`config.mk`:
```
export PLATFORM = sky130hd
export DESIGN_NAME = cau_div_step
export DESIGN_NICKNAME = d
export VERILOG_FILES = /design/src/rtl/cau_pkg.sv /design/src/rtl/cau_div_step.sv
export SDC_FILE = /design/constraint.sdc
export NUM_CORES = 1
export LEC_CHECK = 0
export ABC_AREA = 1
export BUFFER_PORTS_ARGS = -buffer_cell sky130_fd_sc_hd__clkbuf_2
export CAP_MARGIN = 30
export CELL_PAD_IN_SITES_DETAIL_PLACEMENT = 0
export CELL_PAD_IN_SITES_GLOBAL_PLACEMENT = 2
export CORE_MARGIN = 2
export CORE_UTILIZATION = 27
export CTS_BUF_LIST = sky130_fd_sc_hd__clkbuf_8 sky130_fd_sc_hd__clkbuf_16
export DETAILED_ROUTE_END_ITERATION = 16
export GPL_TIMING_DRIVEN = 0
export PLACE_DENSITY = 0.78
export SETUP_SLACK_MARGIN = 0.1
export SKIP_CTS_REPAIR_TIMING = 1
export SYNTH_ARGS = -nofsm -noshare
export SYNTH_HDL_FRONTEND = slang
export SYNTH_SLANG_ARGS = --single-unit
```
`constraint.sdc`:
```
create_clock -name clk -period 0.8 [get_ports clk]
set_input_delay 0.08 -clock clk [delete_from_list [all_inputs] [get_ports clk]]
set_output_delay 0.08 -clock clk [all_outputs]
set_load 0.02 [all_outputs]
```
`src/rtl/cau_pkg.sv`:
```
// Shared widths, mode codes, side-band struct and saturation helpers of the complex ALU.
package cau_pkg;

	localparam int FRAC_BITS = 16;
	localparam int DATA_W    = 32;
	localparam int PROD_W    = 2 * DATA_W;
	localparam int SAT_W     = PROD_W + 2;
	localparam int MAG_W     = PROD_W;
	localparam int NUM_W     = MAG_W + FRAC_BITS;
	localparam int Q_W       = DATA_W + 1;
	localparam int DSH_W     = MAG_W + Q_W - 1;
	localparam int OVF_W     = MAG_W + Q_W;

	localparam logic [2:0] MODE_ADD = 3'd0;
	localparam logic [2:0] MODE_SUB = 3'd1;
	localparam logic [2:0] MODE_MUL = 3'd2;
	localparam logic [2:0] MODE_DIV = 3'd3;
	localparam logic [2:0] MODE_NEG = 3'd4;

	typedef struct packed {
		logic                     is_div;
		logic                     dz;
		logic                     eq;
		logic                     ovf_re;
		logic                     ovf_im;
		logic                     neg_re;
		logic                     neg_im;
		logic signed [DATA_W-1:0] res_re;
		logic signed [DATA_W-1:0] res_im;
	} side_t;

	// Clamp a wide signed value into the 32-bit range.
	function automatic logic signed [DATA_W-1:0] sat_data(input logic signed [SAT_W-1:0] v);
		logic [SAT_W-DATA_W:0] top;
		logic signed [DATA_W-1:0] r;
		top = v[SAT_W-1:DATA_W-1];
		if (top == '0 || top == '1) begin
			r = v[DATA_W-1:0];
		end else if (v[SAT_W-1]) begin
			r = {1'b1, {(DATA_W-1){1'b0}}};
		end else begin
			r = {1'b0, {(DATA_W-1){1'b1}}};
		end
		return r;
	endfunction

	// Apply sign to a quotient magnitude and clamp.
	function automatic logic signed [DATA_W-1:0] div_out(input logic neg, input logic ovf,
			input logic [Q_W-1:0] q);
		logic signed [DATA_W-1:0] r;
		logic [Q_W-1:0] lim_pos;
		logic [Q_W-1:0] lim_neg;
		lim_pos = {2'b00, {(DATA_W-1){1'b1}}};
		lim_neg = {2'b01, {(DATA_W-1){1'b0}}};
		if (!neg) begin
			r = (ovf || q > lim_pos) ? {1'b0, {(DATA_W-1){1'b1}}} : q[DATA_W-1:0];
		end else begin
			r = (ovf || q > lim_neg) ? {1'b1, {(DATA_W-1){1'b0}}} : -q[DATA_W-1:0];
		end
		return r;
	endfunction

endpackage

```
`src/rtl/cau_div_step.sv`:
```
// One restoring-division stage: one quotient bit for both parts against a shared divisor.
module cau_div_step (
	input  logic                       clk,
	input  logic                       arst_n,
	input  logic                       adv,
	input  logic                       v_in,
	input  cau_pkg::side_t             side_in,
	input  logic [cau_pkg::NUM_W-1:0]  rem_re_in,
	input  logic [cau_pkg::NUM_W-1:0]  rem_im_in,
	input  logic [cau_pkg::DSH_W-1:0]  dsh_in,
	input  logic [cau_pkg::Q_W-1:0]    q_re_in,
	input  logic [cau_pkg::Q_W-1:0]    q_im_in,
	output logic                       v_out,
	output cau_pkg::side_t             side_out,
	output logic [cau_pkg::NUM_W-1:0]  rem_re_out,
	output logic [cau_pkg::NUM_W-1:0]  rem_im_out,
	output logic [cau_pkg::DSH_W-1:0]  dsh_out,
	output logic [cau_pkg::Q_W-1:0]    q_re_out,
	output logic [cau_pkg::Q_W-1:0]    q_im_out
);
	import cau_pkg::*;

	logic ge_re, ge_im;

	assign ge_re = DSH_W'(rem_re_in) >= dsh_in;
	assign ge_im = DSH_W'(rem_im_in) >= dsh_in;

	always_ff @(posedge clk or negedge arst_n) begin
		if (!arst_n) begin
			v_out <= 1'b0;
		end else if (adv) begin
			v_out <= v_in;
		end
	end

	always_ff @(posedge clk) begin
		if (adv) begin
			side_out   <= side_in;
			rem_re_out <= ge_re ? rem_re_in - dsh_in[NUM_W-1:0] : rem_re_in;
			rem_im_out <= ge_im ? rem_im_in - dsh_in[NUM_W-1:0] : rem_im_in;
			dsh_out    <= dsh_in >> 1;
			q_re_out   <= {q_re_in[Q_W-2:0], ge_re};
			q_im_out   <= {q_im_in[Q_W-2:0], ge_im};
		end
	end

endmodule

```
Word level (Yosys, flattened, before mapping)
Index checks and enable logic that the tools add are counted.

storage, ports and cells
  flip-flop bits (word level) = 393
  latch bits = 0
  memory bits (writable) = 0
  ROM bits = 0
  bits of input ports = 397
  output and inout bits = 394
  logic and storage cells = 21
  memories kept = 0

operators by class
  add/sub/neg operators = 2
  multiply operators = 0
  divide/modulo/power cells = 0
  $lt $le $gt $ge = 2
  eq/ne operators = 0
  shifts and indexed selects = 0
  muxes and demuxes = 2
  bitwise gates (word level) = 0
  reduce and logical (&&, ||, !) cells = 0

operator list
  kind                                              count
  80-bit by 96-bit >= comparator with 1-bit output  2
  80-bit 2-to-1 mux                                 2
  80-bit subtractor                                 2

Depth between registers and ports, before layout
Gate-level depths: netlist of run 1.

  depth after elaboration = 2
  mapped depth = 18
  gate-level depth less buffers = 18

Worst setup path after synthesis of run 1
Ideal clock, no wire load.

  path type = input to register
  start = input rem_im_in[0] (netlist bit)
  end = register rem_im_out[0] (netlist bit), data pin
  library setup time = 0.265 ns
  arrival time = 1.909 ns
  required time = 0.535 ns
  slack = -1.373 ns
  cell stages on the path = 16
  path buffers = 1
  cell sequence = inv_1 -> ha_1 -> fa_1 -> inv_1 -> nand2_1 -> nand2_1 -> nand3_1 -> nand2_2 -> nand2_1 -> nand2_1 -> nand2_1 -> nand2_2 -> nand2_2 -> nand4_2 -> clkbuf_1 -> o21ai_1

between the ends
  longest elaborated chain between the ends = 2
  elaborated cells between the ends (all ways) = 3
  those cells by class = add/sub: 1; order compare: 1; mux: 1

ends and longest elaborated chain
  element                                                                                       line                                    RTL
  from (decl)                                                                                   cau_div_step.sv:9                       input logic [cau_pkg::NUM_W-1:0] rem_im_in,
  80-bit subtractor / 80-bit by 96-bit >= comparator with 1-bit output (equally long branches)  cau_div_step.sv:40, cau_div_step.sv:26
  80-bit 2-to-1 mux (*)                                                                         cau_div_step.sv:40                      rem_im_out <= ge_im ? rem_im_in - dsh_in[NUM_W-1:0] : rem_im_in;
  to (signal assigned)                                                                          cau_div_step.sv:40
  to (decl)                                                                                     cau_div_step.sv:16                      output logic [cau_pkg::NUM_W-1:0] rem_im_out,

Every way passes the cells marked *; elsewhere a longest branch is shown, timed or not.
A chain may end at the register's enable or synchronous reset.

Worst setup path after layout of run 1
  start = input dsh_in[59] (netlist bit)
  end = register rem_re_out[61] (netlist bit), data pin

between the ends
  longest elaborated chain between the ends = 2
  elaborated cells between the ends (all ways) = 3
  those cells by class = add/sub: 1; order compare: 1; mux: 1

ends and longest elaborated chain
  element                                                                                       line                                    RTL
  from (decl)                                                                                   cau_div_step.sv:10                      input logic [cau_pkg::DSH_W-1:0] dsh_in,
  80-bit subtractor / 80-bit by 96-bit >= comparator with 1-bit output (equally long branches)  cau_div_step.sv:39, cau_div_step.sv:25
  80-bit 2-to-1 mux (*)                                                                         cau_div_step.sv:39                      rem_re_out <= ge_re ? rem_re_in - dsh_in[NUM_W-1:0] : rem_re_in;
  to (signal assigned)                                                                          cau_div_step.sv:39
  to (decl)                                                                                     cau_div_step.sv:15                      output logic [cau_pkg::NUM_W-1:0] rem_re_out,

Marked as above.

==> flow_summary.json, run 1 <==
{
  "timing_hold_violations_final": 1,
  "synth-seq-cells": 393,
  "wl_per_cell_microns": 22.6,
  "finalSetupTns_ps": -586910,
  "tightestPinTransition_ps": 652,
  "htreeDepth": 2,
  "setup_viol": 948,
  "grt_antenna_before_repair": 24,
  "antenna_left": 0,
  "clk_path_buf_depth": 3,
  "synthCells": 4215,
  "fin_nets": 6079,
  "final_layout_size_suffix_gt1_share_pct": 26.0,
  "mostFrequentLayoutCells": "nand2_1, inv_1, clkbuf_2",
  "min_path_type": "in2reg",
  "fin_util_pct": 41.8,
  "clk_latency_ps": 610,
  "fp.coreArea_sq_mm": 0.109,
  "start_kind": "primary input",
  "ir_drop_mv": 1.46,
  "die-width_microns": 336,
  "cts-root-buf": "clkbuf_16",
  "cts_tree": "built",
  "synth_fp_nets": 4774,
  "dr.pass1.iters": 6,
  "post-route-min-period_ps": 2380,
  "track_usage_pct": 25.3,
  "pwr-share-clk_pct": 30.5,
  "yosys-top-cells-area": "edfxtp_1, nand2_1, inv_1",
  "post-route-period-util_pct": 298,
  "initialDrtViolationCount": 1927,
  "grt_pass1_wl_microns": 203000,
  "ys_types": 39,
  "rows": 121,
  "synthFlopType": "edfxtp_1",
  "num_vias": 32100,
  "seq_power_share_pct": 36.4,
  "ioPinCount": 791,
  "max_cap_violations": 0,
  "numPortBuffers": 787,
  "p_int_w": 0.0448,
  "max_freq_ghz": 0.420,
  "drc": 0,
  "leakage_nw": 22.4,
  "net-switching-power_w": 0.0241,
  "grt_overflow": 0,
  "p_sw_share_pct": 35.0,
  "synth-seq-area-share_pct": 39.7,
  "cp_max_fo": 5,
  "syn_to_final_growth_pct": 53.3,
  "violations": "hold timing, setup timing",
  "synth_edf_count": 392,
  "dp_hpwl_microns": 130000,
  "finalWirelength_microns": 158000,
  "grt_max_degree": 119,
  "arrival_ps": 2750,
  "endpoint_kind": "flop",
  "rsz0062_at_grt": "true",
  "die-area_sq_mm": 0.113,
  "clkTransAtPathRegs_ps": 60,
  "status": "complete, but fails checks",
  "grt_pass1_vias": 30100,
  "syn_area_sq_mm": 0.0297,
  "p_comb_share_pct": 33.1,
  "final_common_cell": "nand2_1",
  "numCtsBuffers": 47,
  "relSlewSlack_pct": 56.1,
  "start_util_pct": 27.3,
  "die_h_microns": 336,
  "finalMaxSlewViolations": 0,
  "setup_ws_ps": -1580,
  "cts.sinks": 393,
  "regArea_sq_mm": 0.0118,
  "criticalPathCategory": "in2reg",
  "skew_ps": 0,
  "power.density_mw_per_mm2": 1510,
  "synth_top_cell_area_share_pct": 39.6,
  "synth_largest_area_cell": "edfxtp_1",
  "pre_cts_slack_ps": -3180,
  "multi_input_comb_area_sq_mm": 0.0164,
  "async_reset_ff_share_pct": 0.254,
  "postSynthAreaPerCell_sq_um": 7.06,
  "yosysWarnings": 0,
  "finalWeightedCongestion": 0.970,
  "hold_slack_ps": -18.2,
  "fillCellCount": 11400,
  "cp.required_ps": 1170,
  "vias_per_cell": 4.60
}
power groups by stage:
stage,Clock [W],Combinational (W),Sequential (W)
finish,0.0210,0.0228,0.0251
global route,0.0224,0.0246,0.0252
CTS,0.0217,0.0185,0.0250
detailed placement,0,0.0185,0.0254
global placement,0,0.0183,0.0256
floorplan,0,0.00842,0.0275
through the flow:
| stage | hold slack, ps | area [sq um] | power [W] | cells |
|---|---|---|---|---|
| 2_1_floorplan | -216 | 29800 | 0.0359 | 4215 |
| 3_3_place_gp | -144 | 35500 | 0.0438 | 6416 |
| 3_5_place_dp | -140 | 35600 | 0.0439 | 6419 |
| 4_1_cts | -817 | 37100 | 0.0652 | 6504 |
| 5_1_grt | 14.9 | 45600 | 0.0723 | 6979 |
| 6_report | -18.2 | 45600 | 0.0689 | 6984 |
cell families (layout without fill, tap and decap cells):
logic type	Yosys count	after routing	share of synthesized area (%)
simple gates	2266	2266	31.8
buf+inv	977	2318	13.1
flops	393	393	39.7
compound gates	323	323	5.87
fa+ha+maj	162	162	6.87
xor+xnor	92	92	2.71
other cells	1	15	0.0126
mux	1	1	0.0379
layer usage:
metal | GRT usage, % | up-vias | routed length (microns)
met5 | 0 | - | 102
met4 | 9.24 | 16 | 6480
met3 | 4.32 | 229 | 8610
met2 | 44.3 | 976 | 76800
met1 | 31.1 | 15100 | 65800
li1 | - | 15800 | -
critical path, cell delays in order:
cell	delay (ps)
clkbuf_2	130
clkinvlp_4	270
ha_2	500
nand2_1	140
nor2_1	190
inv_1	90
nor3_2	310
nand2_1	310
nor2_1	160
nand2_1	210
nand2_1	130
nand2_1	70
nand3_2	80
nand2_1	60
state kept, by name, summed over array words and instances (netlist names):
signal and flops:
dsh_out 95, q_im_out 33, q_re_out 33, rem_im_out 80
rem_re_out 80, side_out 71, v_out 1
synthesized netlist by cell type (2+ instances only):
library cell	count
nor2_2	20
nand3b_1	18
buf_6	13
o21ai_2	6
xnor2_1	3
nor4_1	3
o21ai_1	94
o21bai_1	36
nand3_2	40
buf_2	7
o21ai_0	36
nor3_2	2
o21a_1	5
ha_1	160
a21oi_1	144
clkbuf_1	19
nor2_4	3
buf_4	4
nand2_1	1526
nand4_1	82
fa_1	2
nor3_1	33
buf_12	5
inv_1	925
nand3_1	164
edfxtp_1	392
nor2_1	346
nand2_2	17
inv_2	3
and2_1	9
nand4_2	2
xor2_1	89
area by class of cell:
type                            instances  area share (%)
Antenna cell                           14          0.0768
Buffer                                 47            1.31
Clock buffer                           49            2.64
Clock inverter                         36           0.642
Inverter                              928            7.94
Multi-Input combinational cell       2845            36.1
Sequential cell                       393            25.9
Tap cell                             1414            3.88
Timing Repair Buffer                 1258            21.6
path summary, 6_finish.rpt:
kind,slack [ps],cells past startpoint,endpoint,start
min in group asynchronous,350,3,v_out$_DFFE_PN0P_,arst_n
max,-1580,14,rem_re_out[61]$_DFFE_PP_,dsh_in[59]
max in group asynchronous,350,3,v_out$_DFFE_PN0P_,arst_n
max reg2reg,50,1,v_out$_DFFE_PN0P_,v_out$_DFFE_PN0P_
min,-20,3,rem_im_out[53]$_DFFE_PP_,rem_im_in[53]
min reg2reg,520,1,v_out$_DFFE_PN0P_,v_out$_DFFE_PN0P_
Power figures use the tool's default switching activity.
==> run 2: changes to the inputs <==
CTS_CLUSTER_SIZE = 30   (was not set)
RECOVER_POWER = 100   (was not set)
==> flow_summary.json, run 2 (synthesized netlist as in run 1, its figures left out) <==
{
  "fin_util_pct": 41.8,
  "drc": 0,
  "setup_ws_ps": -1580,
  "grt_pass1_wl_microns": 203000,
  "rows": 121,
  "r2r_start": "v_out$_DFFE_PN0P_",
  "final_layout_size_suffix_gt1_share_pct": 25.7,
  "numPortBuffers": 787,
  "die-width_microns": 336,
  "track_usage_pct": 25.3,
  "hold_slack_ps": -3.65,
  "grt_overflow": 0,
  "initialDrtViolationCount": 1837,
  "power.density_mw_per_mm2": 1510,
  "status": "complete, but fails checks",
  "cts-root-buf": "clkbuf_16",
  "clk_latency_ps": 610,
  "die_h_microns": 336,
  "p_comb_share_pct": 33.1,
  "final_common_cell": "nand2_1",
  "grt_max_degree": 119,
  "top_regs": "dsh_out (95), rem_im_out (80), rem_re_out (80)",
  "die-area_sq_mm": 0.113,
  "seq_power_share_pct": 36.4,
  "rsz0062_at_grt": "true",
  "hold_start": "rem_im_in[53]",
  "violations": "hold timing, setup timing",
  "endpoint_kind": "flop",
  "start_kind": "primary input",
  "grt_pass1_vias": 30100,
  "max_flop_register": "dsh_out",
  "post-route-min-period_ps": 2380,
  "antenna_left": 0,
  "cts.sinks": 393,
  "skew_ps": 0,
  "p_sw_share_pct": 35.0,
  "criticalPathCategory": "in2reg",
  "net-switching-power_w": 0.0241,
  "pwr-share-clk_pct": 30.5,
  "finalWeightedCongestion": 0.970,
  "start_util_pct": 27.3,
  "arrival_ps": 2730,
  "largest_register_ffs": 95,
  "timing_hold_violations_final": 1,
  "slowest_stage": "nand4_1",
  "fin_nets": 6079,
  "dr.pass1.iters": 6,
  "cts_tree": "built",
  "max_freq_ghz": 0.420,
  "fp.coreArea_sq_mm": 0.109,
  "vias_per_cell": 4.60,
  "power.total_w": 0.0689,
  "cp.required_ps": 1140,
  "cp-startpoint": "dsh_in[22]",
  "path_cells": "buf_4, clkinvlp_4, ha_4, nand2_2, nor2_4, nand2_4, nor2_4, nand4_1, nor2_2, nand2_4, nand4_4, buf_12, buf_12, o21ai_4",
  "min_path_type": "in2reg",
  "p_int_w": 0.0448,
  "relSlewSlack_pct": 55.5,
  "dp_hpwl_microns": 130000,
  "numCtsBuffers": 47,
  "clk_path_buf_depth": 3,
  "num_vias": 32100,
  "max_cap_violations": 0,
  "tightestPinTransition_ps": 660,
  "leakage_nw": 22.3,
  "finalSetupTns_ps": -586430,
  "post-route-period-util_pct": 298,
  "setup_viol": 948,
  "finalWirelength_microns": 158000,
  "fin_area_sq_mm": 0.0456,
  "grt_antenna_before_repair": 24,
  "wl_per_cell_microns": 22.6,
  "max_stage_delay_ps": 420,
  "clkTransAtPathRegs_ps": 50,
  "cp_max_fo": 6,
  "ioPinCount": 791,
  "htreeDepth": 2,
  "syn_to_final_growth_pct": 53.2,
  "finalMaxSlewViolations": 0,
  "mostFrequentLayoutCells": "nand2_1, inv_1, clkbuf_2",
  "ir_drop_mv": 1.46,
  "dpl_cell_area_sq_mm": 0.0356
}
run 2: power groups by stage:
stage	registers (W)	clock network (W)	logic [W]
5_1_grt	0.0252	0.0224	0.0246
2_1_floorplan	0.0275	0	0.00842
3_5_place_dp	0.0254	0	0.0185
6_report	0.0251	0.0211	0.0228
3_3_place_gp	0.0256	0	0.0183
4_1_cts	0.0250	0.0217	0.0185
run 2: worst paths after layout:
kind	end	slack, ps	depth (start not counted)
setup / recovery	rem_re_out[37]$_DFFE_PP_	-1580	14
hold / removal	rem_im_out[53]$_DFFE_PP_	-4	3
setup reg to reg	v_out$_DFFE_PN0P_	50	1
hold reg to reg	v_out$_DFFE_PN0P_	520	1
max in group asynchronous	v_out$_DFFE_PN0P_	350	3
min in group asynchronous	v_out$_DFFE_PN0P_	350	3
run 2: per-layer routing:
metal | wire, microns | GRT usage [%] | vias up
met3 | 8710 | 4.32 | 237
met4 | 6650 | 9.24 | 16
met2 | 76600 | 44.3 | 983
li1 | - | - | 15800
met1 | 65700 | 31.1 | 15100
met5 | 102 | 0 | -
run 2: layout make-up:
cell class | instances | area, sq um
Antenna cell | 14 | 35.0
Tap cell | 1414 | 1770
Inverter | 928 | 3620
Multi-Input combinational cell | 2845 | 16400
Fill cell | 11400 | 63400
Clock inverter | 36 | 293
Sequential cell | 393 | 11800
Timing Repair Buffer | 1258 | 9810
Buffer | 47 | 597
Clock buffer | 49 | 1200
run 2: critical path: cells and delay by family:
family                     cells  cell delay (ps)
adders and majority gates      1              350
buffers and inverters          4              710
and+or+nand+nor                8             1430
AOI/OAI and AO/OA              1              110
run 2: metrics by stage:
stage          setup WS (ps)  hold WS [ps]  cells
2_1_floorplan          -1170          -216   4215
6_report               -1580         -3.65   6984
3_5_place_dp           -3180          -140   6419
4_1_cts                -2530          -817   6504
5_1_grt                -1570          14.9   6979
3_3_place_gp           -7540          -144   6416
==> run 3: changes to the inputs <==
--- a/constraint.sdc
+++ b/constraint.sdc
@@ -3,2 +3,2 @@
 set_output_delay 0.08 -clock clk [all_outputs]
-set_load 0.02 [all_outputs]
+set_load 0.1 [all_outputs]
==> flow_summary.json, run 3 (synthesized netlist as in run 1, its figures left out) <==
{
  "fp.coreArea_sq_mm": 0.109,
  "power.total_w": 0.0777,
  "antenna_left": 0,
  "post-route-min-period_ps": 2360,
  "instances_no_fill": 6977,
  "start_kind": "primary input",
  "top_regs": "dsh_out (95), rem_im_out (80), rem_re_out (80)",
  "dp_hpwl_microns": 130000,
  "finalMaxSlewViolations": 0,
  "htreeDepth": 2,
  "timing_hold_violations_final": 0,
  "initialDrtViolationCount": 1889,
  "cts.sinks": 393,
  "grt_use_met1_pct": 31.1,
  "final_layout_size_suffix_gt1_share_pct": 25.6,
  "max_freq_ghz": 0.425,
  "cp.required_ps": 1140,
  "criticalPathCategory": "in2reg",
  "wl_per_cell_microns": 22.4,
  "finalWeightedCongestion": 0.970,
  "die-width_microns": 336,
  "numCtsBuffers": 47,
  "tightestPinTransition_ps": 738,
  "grtUsageMet2_pct": 44.3,
  "largest_register_ffs": 95,
  "rows": 121,
  "fin_area_sq_mm": 0.0447,
  "mostFrequentLayoutCells": "nand2_1, inv_1, clkbuf_2",
  "setup_ws_ps": -1560,
  "use_met3_pct": 4.32,
  "max_flop_register": "dsh_out",
  "dr.pass1.iters": 5,
  "cts_tree": "built",
  "grt_max_degree": 119,
  "min_path_type": "in2reg",
  "setup_viol": 871,
  "dp.cells": 6419,
  "endpoint_kind": "flop",
  "max_cap_violations": 0,
  "grt_antenna_before_repair": 24,
  "status": "complete, but fails checks",
  "vias_per_cell": 4.59,
  "num_vias": 32000,
  "grt.busiest_layer": "met2",
  "start_util_pct": 27.3,
  "syn_to_final_growth_pct": 50.4,
  "clkTransAtPathRegs_ps": 60,
  "die-area_sq_mm": 0.113,
  "post-route-period-util_pct": 294,
  "ioPinCount": 791,
  "violations": "setup timing",
  "final_common_cell": "nand2_1",
  "leakage_nw": 22.1,
  "grt_pass1_vias": 30100,
  "die_h_microns": 336,
  "cts-root-buf": "clkbuf_16",
  "fin_nets": 6074,
  "dpl_cell_area_sq_mm": 0.0356,
  "finalWirelength_microns": 156000,
  "power.density_mw_per_mm2": 1740,
  "cp_max_fo": 6,
  "clk_latency_ps": 610,
  "track_usage_pct": 25.3,
  "rrSetupSlack_ps": 50,
  "grt_pass1_wl_microns": 203000,
  "clk_path_buf_depth": 3,
  "relSlewSlack_pct": 50.8,
  "pre_cts_slack_ps": -3180,
  "grt_overflow": 0,
  "drc": 0,
  "ir_drop_mv": 1.47,
  "numPortBuffers": 787,
  "rsz0062_at_grt": "true",
  "skew_ps": 0,
  "arrival_ps": 2700
}
## run 3: final timing paths
path / startpoint / endpoint / cells past startpoint
hold / removal: rem_im_in[53] / rem_im_out[53]$_DFFE_PP_ / 3
setup reg to reg: v_out$_DFFE_PN0P_ / v_out$_DFFE_PN0P_ / 1
min in group asynchronous: arst_n / v_out$_DFFE_PN0P_ / 3
setup / recovery: dsh_in[17] / rem_re_out[37]$_DFFE_PP_ / 14
hold reg to reg: v_out$_DFFE_PN0P_ / v_out$_DFFE_PN0P_ / 1
max in group asynchronous: arst_n / v_out$_DFFE_PN0P_ / 3
## run 3: per-stage QoR
| stage | util [%] | hold WS (ps) | TNS (ps) |
|---|---|---|---|
| final | 41.0 | 4.36 | -606260 |
| after global routing | 41.0 | 15.3 | -653720 |
| after CTS | 34.1 | -817 | -714090 |
| after floorplan | - | -216 | -259370 |
| after detailed placement | 32.7 | -140 | -790690 |
| after global placement | 32.6 | -144 | -3238430 |
## run 3: cell type report
cell class	instances	area [sq um]
Antenna cell	12	30.0
Buffer	47	597
Clock buffer	49	1200
Clock inverter	36	293
Fill cell	11500	64300
Inverter	928	3620
Multi-Input combinational cell	2845	16400
Sequential cell	393	11800
Tap cell	1414	1770
Timing Repair Buffer	1253	8960
## run 3: per-layer routing
| layer | share of wire (%) | vias to the layer above |
|---|---|---|
| met5 | 0.066 | - |
| met4 | 4.0 | 16 |
| met1 | 42 | 15100 |
| met2 | 49 | 930 |
| met3 | 5.5 | 222 |
| li1 | - | 15800 |
## run 3: power by group
group,switching (W),total [W],internal [W]
Clock,0.00911,0.0211,0.0119
Combinational,0.0240,0.0317,0.00770
Sequential,0.000476,0.0250,0.0245
## run 3: critical path: stages
cell	delay, ps
buf_4	110
clkinvlp_4	220
ha_4	380
nand2_4	70
nor2_4	150
nand2_4	70
nor2_4	120
nand4_1	400
nor2_2	320
nand2_4	110
nand4_4	170
buf_12	190
buf_12	160
o21ai_4	110
